### src/rtl/fqd_pkg.sv
// fqd_pkg: shared constants, request codes and cell control type for the
// queue with delete-by-value; no dependencies
package fqd_pkg;

    localparam int DEPTH      = 16;
    localparam int VALUE_BITS = 32;
    localparam int COUNT_W    = $clog2(DEPTH + 1);

    // stream widths and field positions
    localparam int S_TDATA_W     = 32;
    localparam int S_TUSER_W     = 2;
    localparam int IN_VALUE_W    = 32;
    localparam int OUT_VALUE_W   = 32;
    localparam int ENTRY_COUNT_W = 5;
    localparam int M_VALID_BIT   = OUT_VALUE_W;
    localparam int M_FOUND_BIT   = OUT_VALUE_W + 1;
    localparam int M_DROPPED_BIT = OUT_VALUE_W + 2;
    localparam int M_EMPTY_BIT   = OUT_VALUE_W + 3;
    localparam int M_COUNT_LSB   = OUT_VALUE_W + 4;
    localparam int M_USED_W      = M_COUNT_LSB + ENTRY_COUNT_W;
    localparam int M_TDATA_W     = ((M_USED_W + 7) / 8) * 8;
    localparam int M_PAD_W       = M_TDATA_W - M_USED_W;

    typedef enum logic [1:0] {
        FUNC_PUSH   = 2'd0,
        FUNC_POP    = 2'd1,
        FUNC_DELETE = 2'd2,
        FUNC_NOP    = 2'd3
    } func_t;

    typedef logic [VALUE_BITS-1:0] value_t;

    // request broadcast to every cell of the chain
    typedef struct packed {
        logic   push;
        logic   pop;
        logic   del;
        value_t key;
    } cell_ctrl_t;

endpackage

### src/rtl/fqd_cell.sv
// fqd_cell: one queue slot; loads at the tail, shifts from its neighbor on
// pop or on a delete at or ahead of it; depends on fqd_pkg
module fqd_cell
    import fqd_pkg::*;
(
    input  logic       aclk,
    input  cell_ctrl_t ctrl,
    input  logic       live,        // slot holds an entry
    input  logic       tail,        // slot is the first free one
    input  value_t     next_value,  // neighbor toward the back
    input  logic       hit_in,      // a match was found closer to the front
    output logic       hit_out,
    output value_t     value
);

    value_t value_reg;
    value_t value_next;
    logic   match;
    logic   shift;

    assign match   = ctrl.del && live && (value_reg == ctrl.key);
    assign hit_out = hit_in || match;
    assign shift   = ctrl.pop || (ctrl.del && hit_out);

    always_comb begin
        value_next = value_reg;
        if (shift) begin
            value_next = next_value;
        end else if (ctrl.push && tail) begin
            value_next = ctrl.key;
        end
    end

    always_ff @(posedge aclk) begin
        value_reg <= value_next;
    end

    assign value = value_reg;

endmodule

### src/rtl/fifo_queue_with_delete_top.sv
// fifo_queue_with_delete_top: ordered queue with push, pop and delete-by-value
// built as a chain of fqd_cell slots; depends on fqd_pkg and fqd_cell
// result: registered, and on m_tdata in the cycle after the request transfer
// throughput: one request per cycle while the result side keeps taking transfers;
//   the delete search ripples a match flag through all DEPTH cells in that cycle
// reset: occupancy and the result valid clear; slot contents are not cleared
module fifo_queue_with_delete_top
    import fqd_pkg::*;
(
    input  logic                 aclk,
    input  logic                 aresetn,
    // request channel
    input  logic                 s_tvalid,
    output logic                 s_tready,
    input  logic [S_TDATA_W-1:0] s_tdata,   // [31:0] value
    input  logic [S_TUSER_W-1:0] s_tuser,   // [1:0] func
    // result channel
    output logic                 m_tvalid,
    input  logic                 m_tready,
    output logic [M_TDATA_W-1:0] m_tdata    // [31:0] out_value, [32] out_valid,
                                            // [33] found, [34] dropped,
                                            // [35] is_empty, [40:36] entry_count,
                                            // [47:41] zero
);

    logic [COUNT_W-1:0]   occ_reg;
    logic [COUNT_W-1:0]   occ_next;
    logic                 m_tvalid_reg;
    logic                 m_tvalid_next;
    logic [M_TDATA_W-1:0] m_tdata_reg;
    logic [M_TDATA_W-1:0] m_tdata_next;

    logic       in_fire;
    func_t      func;
    cell_ctrl_t ctrl;
    logic       full;
    logic       empty;
    logic       found;

    value_t     cell_value [DEPTH];
    logic       hit_chain  [DEPTH+1];

    // result register frees as soon as the consumer takes it
    assign s_tready = !m_tvalid_reg || m_tready;
    assign in_fire  = s_tvalid && s_tready;
    assign func     = func_t'(s_tuser);

    assign full  = (occ_reg == COUNT_W'(DEPTH));
    assign empty = (occ_reg == '0);

    // request broadcast, gated by the transfer
    always_comb begin
        ctrl.push = in_fire && (func == FUNC_PUSH);
        ctrl.pop  = in_fire && (func == FUNC_POP);
        ctrl.del  = in_fire && (func == FUNC_DELETE);
        ctrl.key  = VALUE_BITS'(s_tdata[IN_VALUE_W-1:0]);
    end

    // slot chain, front at cell 0
    assign hit_chain[0] = 1'b0;

    for (genvar i = 0; i < DEPTH; i++) begin : g_cell
        value_t next_value;
        if (i == DEPTH - 1) begin : g_last
            assign next_value = cell_value[i];
        end else begin : g_mid
            assign next_value = cell_value[i+1];
        end

        fqd_cell u_cell (
            .aclk       (aclk),
            .ctrl       (ctrl),
            .live       (COUNT_W'(i) < occ_reg),
            .tail       (COUNT_W'(i) == occ_reg),
            .next_value (next_value),
            .hit_in     (hit_chain[i]),
            .hit_out    (hit_chain[i+1]),
            .value      (cell_value[i])
        );
    end

    assign found = hit_chain[DEPTH];

    // occupancy update and result word
    always_comb begin
        logic                   r_valid;
        logic                   r_found;
        logic                   r_dropped;
        logic [OUT_VALUE_W-1:0] r_value;

        occ_next  = occ_reg;
        r_valid   = 1'b0;
        r_found   = 1'b0;
        r_dropped = 1'b0;
        r_value   = '0;

        case (func)
            FUNC_PUSH: begin
                if (full) begin
                    r_dropped = 1'b1;
                end else begin
                    occ_next = occ_reg + COUNT_W'(1);
                end
            end
            FUNC_POP: begin
                if (!empty) begin
                    r_valid  = 1'b1;
                    r_value  = OUT_VALUE_W'(cell_value[0]);
                    occ_next = occ_reg - COUNT_W'(1);
                end
            end
            FUNC_DELETE: begin
                if (found) begin
                    r_found  = 1'b1;
                    occ_next = occ_reg - COUNT_W'(1);
                end
            end
            default: begin
                occ_next = occ_reg;
            end
        endcase

        m_tdata_next = {{M_PAD_W{1'b0}},
                        ENTRY_COUNT_W'(occ_next),
                        (occ_next == '0),
                        r_dropped,
                        r_found,
                        r_valid,
                        r_value};

        m_tvalid_next = m_tvalid_reg && !m_tready;
        if (in_fire) begin
            m_tvalid_next = 1'b1;
        end
    end

    // control state
    always_ff @(posedge aclk) begin
        if (!aresetn) begin
            occ_reg      <= '0;
            m_tvalid_reg <= 1'b0;
        end else begin
            m_tvalid_reg <= m_tvalid_next;
            if (in_fire) begin
                occ_reg <= occ_next;
            end
        end
    end

    // result payload
    always_ff @(posedge aclk) begin
        if (in_fire) begin
            m_tdata_reg <= m_tdata_next;
        end
    end

    assign m_tvalid = m_tvalid_reg;
    assign m_tdata  = m_tdata_reg;

endmodule

### config.mk
export PLATFORM = sky130hd
export DESIGN_NAME = fifo_queue_with_delete_top
export DESIGN_NICKNAME = d
export VERILOG_FILES = /design/src/rtl/fqd_pkg.sv /design/src/rtl/fqd_cell.sv /design/src/rtl/fifo_queue_with_delete_top.sv
export SDC_FILE = /design/constraint.sdc
export NUM_CORES = 1
export LEC_CHECK = 0
export BUFFER_PORTS_ARGS = -buffer_cell sky130_fd_sc_hd__buf_2
export CORE_MARGIN = 2
export CORE_UTILIZATION = 65
export CTS_CLUSTER_DIAMETER = 100
export CTS_CLUSTER_SIZE = 24
export DETAILED_ROUTE_END_ITERATION = 12
export PLACE_DENSITY = 0.79
export REMOVE_ABC_BUFFERS = 1
export SLEW_MARGIN = 25
export SYNTH_ARGS = -nofsm -noshare
export SYNTH_HDL_FRONTEND = slang
export SYNTH_SLANG_ARGS = --single-unit
### constraint.sdc
create_clock -name aclk -period 6.93 [get_ports aclk]
set_clock_uncertainty 0.15 [all_clocks]
set_input_delay 0.3465 -clock aclk [delete_from_list [all_inputs] [get_ports aclk]]
set_output_delay 0.3465 -clock aclk [all_outputs]
set_load 0.02 [all_outputs]
==> results.toml <==
[sta]
relSlewSlack_pct = 37.3
final_hold_viol_count = 0
fin_crit_ps = 5160
slew_violations = 0
fmax_mhz = 194
setup_viol = 0
worstMarginPinSlew_ps = 931
totalNegativeSetupSlack_ps = 0
rsz0062_at_grt = "false"
finalWorstSetupSlack_ps = 1770
timing.hold.ws_ps = 27.9
fin_crit_sh_pct = 74.4

[synthesis]
syn_area_per_cell_sq_um = 13.5
ys.flop_type = "edfxtp_1"
synth_area_sq_mm = 0.0315
synthCells = 2329
ys_seq_area_share_pct = 53.1
synth_top_area_share_pct = 52.7
async_reset_ff_share_pct = 0
yosysWarnings = 0
synth_edf_count = 553
synth_area_leader_cell = "edfxtp_1"
synth_area_leaders = "edfxtp_1, mux2_2, xor2_1, nor4_1, xnor2_1"
ys_types = 77
ys_ff_latch = 559

[min_path]
holdPathEnd = "g_cell[15].u_cell.value[13]"
min-delay-path-class = "in -> reg"
holdPathStages = 1
hp-start = "s_tdata[13]"

[setup_path]
critPathLaunchType = "flop"
worst_ep_required_time_ps = 7030
path_class = "reg -> reg"
cp-end-kind = "flop"
worst-path-max-fanout = 35
rr_endpoint = "g_cell[3].u_cell.value[26]"
r2r-start = "occ_reg[4]"
worstPathArrival_ps = 5260
reg2reg_slack_ps = 1770
r2r_cells = 7

[grt]
grt_util_all_layers_pct = 34.3
overflow = 0
antenna_found_initial = 5
grt_pass1_wl_mm = 128
grt_pass1_vias = 19700
grt_max_degree = 50

[power_and_ir_drop]
p_leak_nw = 11.1
seqPwrFrac_pct = 58.7
swShare_pct = 26.3
intPower_mw = 4.97
combPwrFrac_pct = 14.4
peakVddDrop_uv = 178
powerDensity_mw_per_mm2 = 206
clockPowerShare_pct = 26.8
switchingPower_mw = 1.78

[drt]
wl_per_cell_um = 29.3
vias = 19700
drc = 0
initialDrtViolationCount = 2578
postRouteAntennaNets = 0
avgViaCountPerCell = 6.73
drt-total-wl_mm = 86.1
drtPass1Iterations = 5

[die]
die_w_um = 224
row_count = 80
io_pins = 88
die_area_sq_mm = 0.0503
start_util_pct = 65.9
coreArea_sq_mm = 0.0478
die_h_um = 224

[clock_tree]
tritoncts = "built"
clkSinkCount = 559
postCtsSetupBuffers = 0
htreeDepth = 1
clkLatencyLatePin_ps = 630
cts-buffers-inserted = 27
clk_pin_slew_worst_paths_ps = 110
cts.root.buffer_cell = "clkbuf_16"
clk_path_buf_depth = 3

[place]
hpwl_mm = 63.0
dp_slack_ps = 1870
place_congestion = 1.03
portBuffers = 80

[final_layout]
final_util_pct = 68.3
nNetsFinal = 2350
final_common_cell = "edfxtp_1"
drive_above_1_share_pct = 29.6
final_cell_mix = "edfxtp_1, xor2_1, mux2_2"
largest_register_ffs = 512
area_growth_pct = 3.75
seqCellArea_sq_mm = 0.0167
fillers = 3428
multi_input_area_sq_mm = 0.0135

[job]
max_cap_viol_count = 0

[outcome]
status = "completed"
-- area by class of cell --
cell class	count	share of cell area (%)
Antenna cell	1	0.00765
Inverter	12	0.138
Timing Repair Buffer	143	2.68
Sequential cell	559	51.2
Tap cell	615	2.35
Clock buffer	39	2.20
Clock inverter	1	0.0497
Multi-Input combinational cell	1564	41.4
-- through the flow --
step / std cells / total power, mW / area [sq um]
6_report: 2934 / 6.75 / 32700
5_1_grt: 2933 / 6.92 / 32700
4_1_cts: 2933 / 6.73 / 32700
3_5_place_dp: 2892 / 4.98 / 31900
3_3_place_gp: 2892 / 4.96 / 31900
2_1_floorplan: 2135 / 4.58 / 30300
-- power by group through the flow --
stage                     sequential [mW]  clock (mW)  combinational [mW]
after floorplan                      4.02           0               0.558
after global placement               4.03           0               0.932
after detailed placement             4.03           0               0.948
after CTS                            3.96        1.82               0.956
after global routing                 3.97        1.91                1.03
final                                3.96        1.81               0.975
-- cells by family after synthesis --
group,Yosys count,share of synthesized area (%)
adders and majority gates,5,0.199
AOI/OAI and AO/OA,57,1.45
muxes,480,17.5
xor gates and xnor gates,519,14.4
DFF,559,53.1
other,1,0.0119
buffers and inverters,212,4.16
and+or+nand+nor,496,9.19
-- worst max-delay path, stage by stage (launching register included) --
cell and delay (ps):
dfxtp_1 810, nor3_4 160, a2111oi_2 700, nand4_1 170, or4b_1 690, nand3_2 640, or2_2 750, a41o_2 690
-- cells in the mapped netlist, types with 29 or more instances --
master and n:
and2_1 33, edfxtp_1 553, mux2_4 29, nor4_1 182
nand4_1 55, buf_4 59, nor2_1 46, mux2_2 448
nand2_1 67, buf_2 72, xnor2_1 65, clkbuf_1 39
xor2_1 454
-- worst max-delay path by stage --
stage | from | endpoint | slack (ps)
after floorplan | m_tvalid | g_cell[9].u_cell.value[0] | 540
after global placement | occ_reg[4] | g_cell[3].u_cell.value[4] | 1650
after detailed placement | occ_reg[4] | g_cell[3].u_cell.value[12] | 1870
after CTS | occ_reg[4] | g_cell[3].u_cell.value[12] | 1810
after global routing | occ_reg[4] | g_cell[3].u_cell.value[12] | 1470
final | occ_reg[4] | g_cell[3].u_cell.value[26] | 1770
-- layer usage --
metal  GRT usage, %  vias to the layer above  part of all wire, %
met2           57.0                     1048                   48
met3           5.04                      194                  8.5
li1               -                     8561                    -
met4           10.7                        4                  3.3
met1           47.0                     9936                   40
met5              0                        -                0.035
-- what timing repair did --
| item | CTS | global route |
|---|---|---|
| hold buffers | 1 | 0 |
| gates resized for setup | 0 | 0 |
| hold endpoints to repair | 6 | 0 |
(Power assumes the default switching activity.)
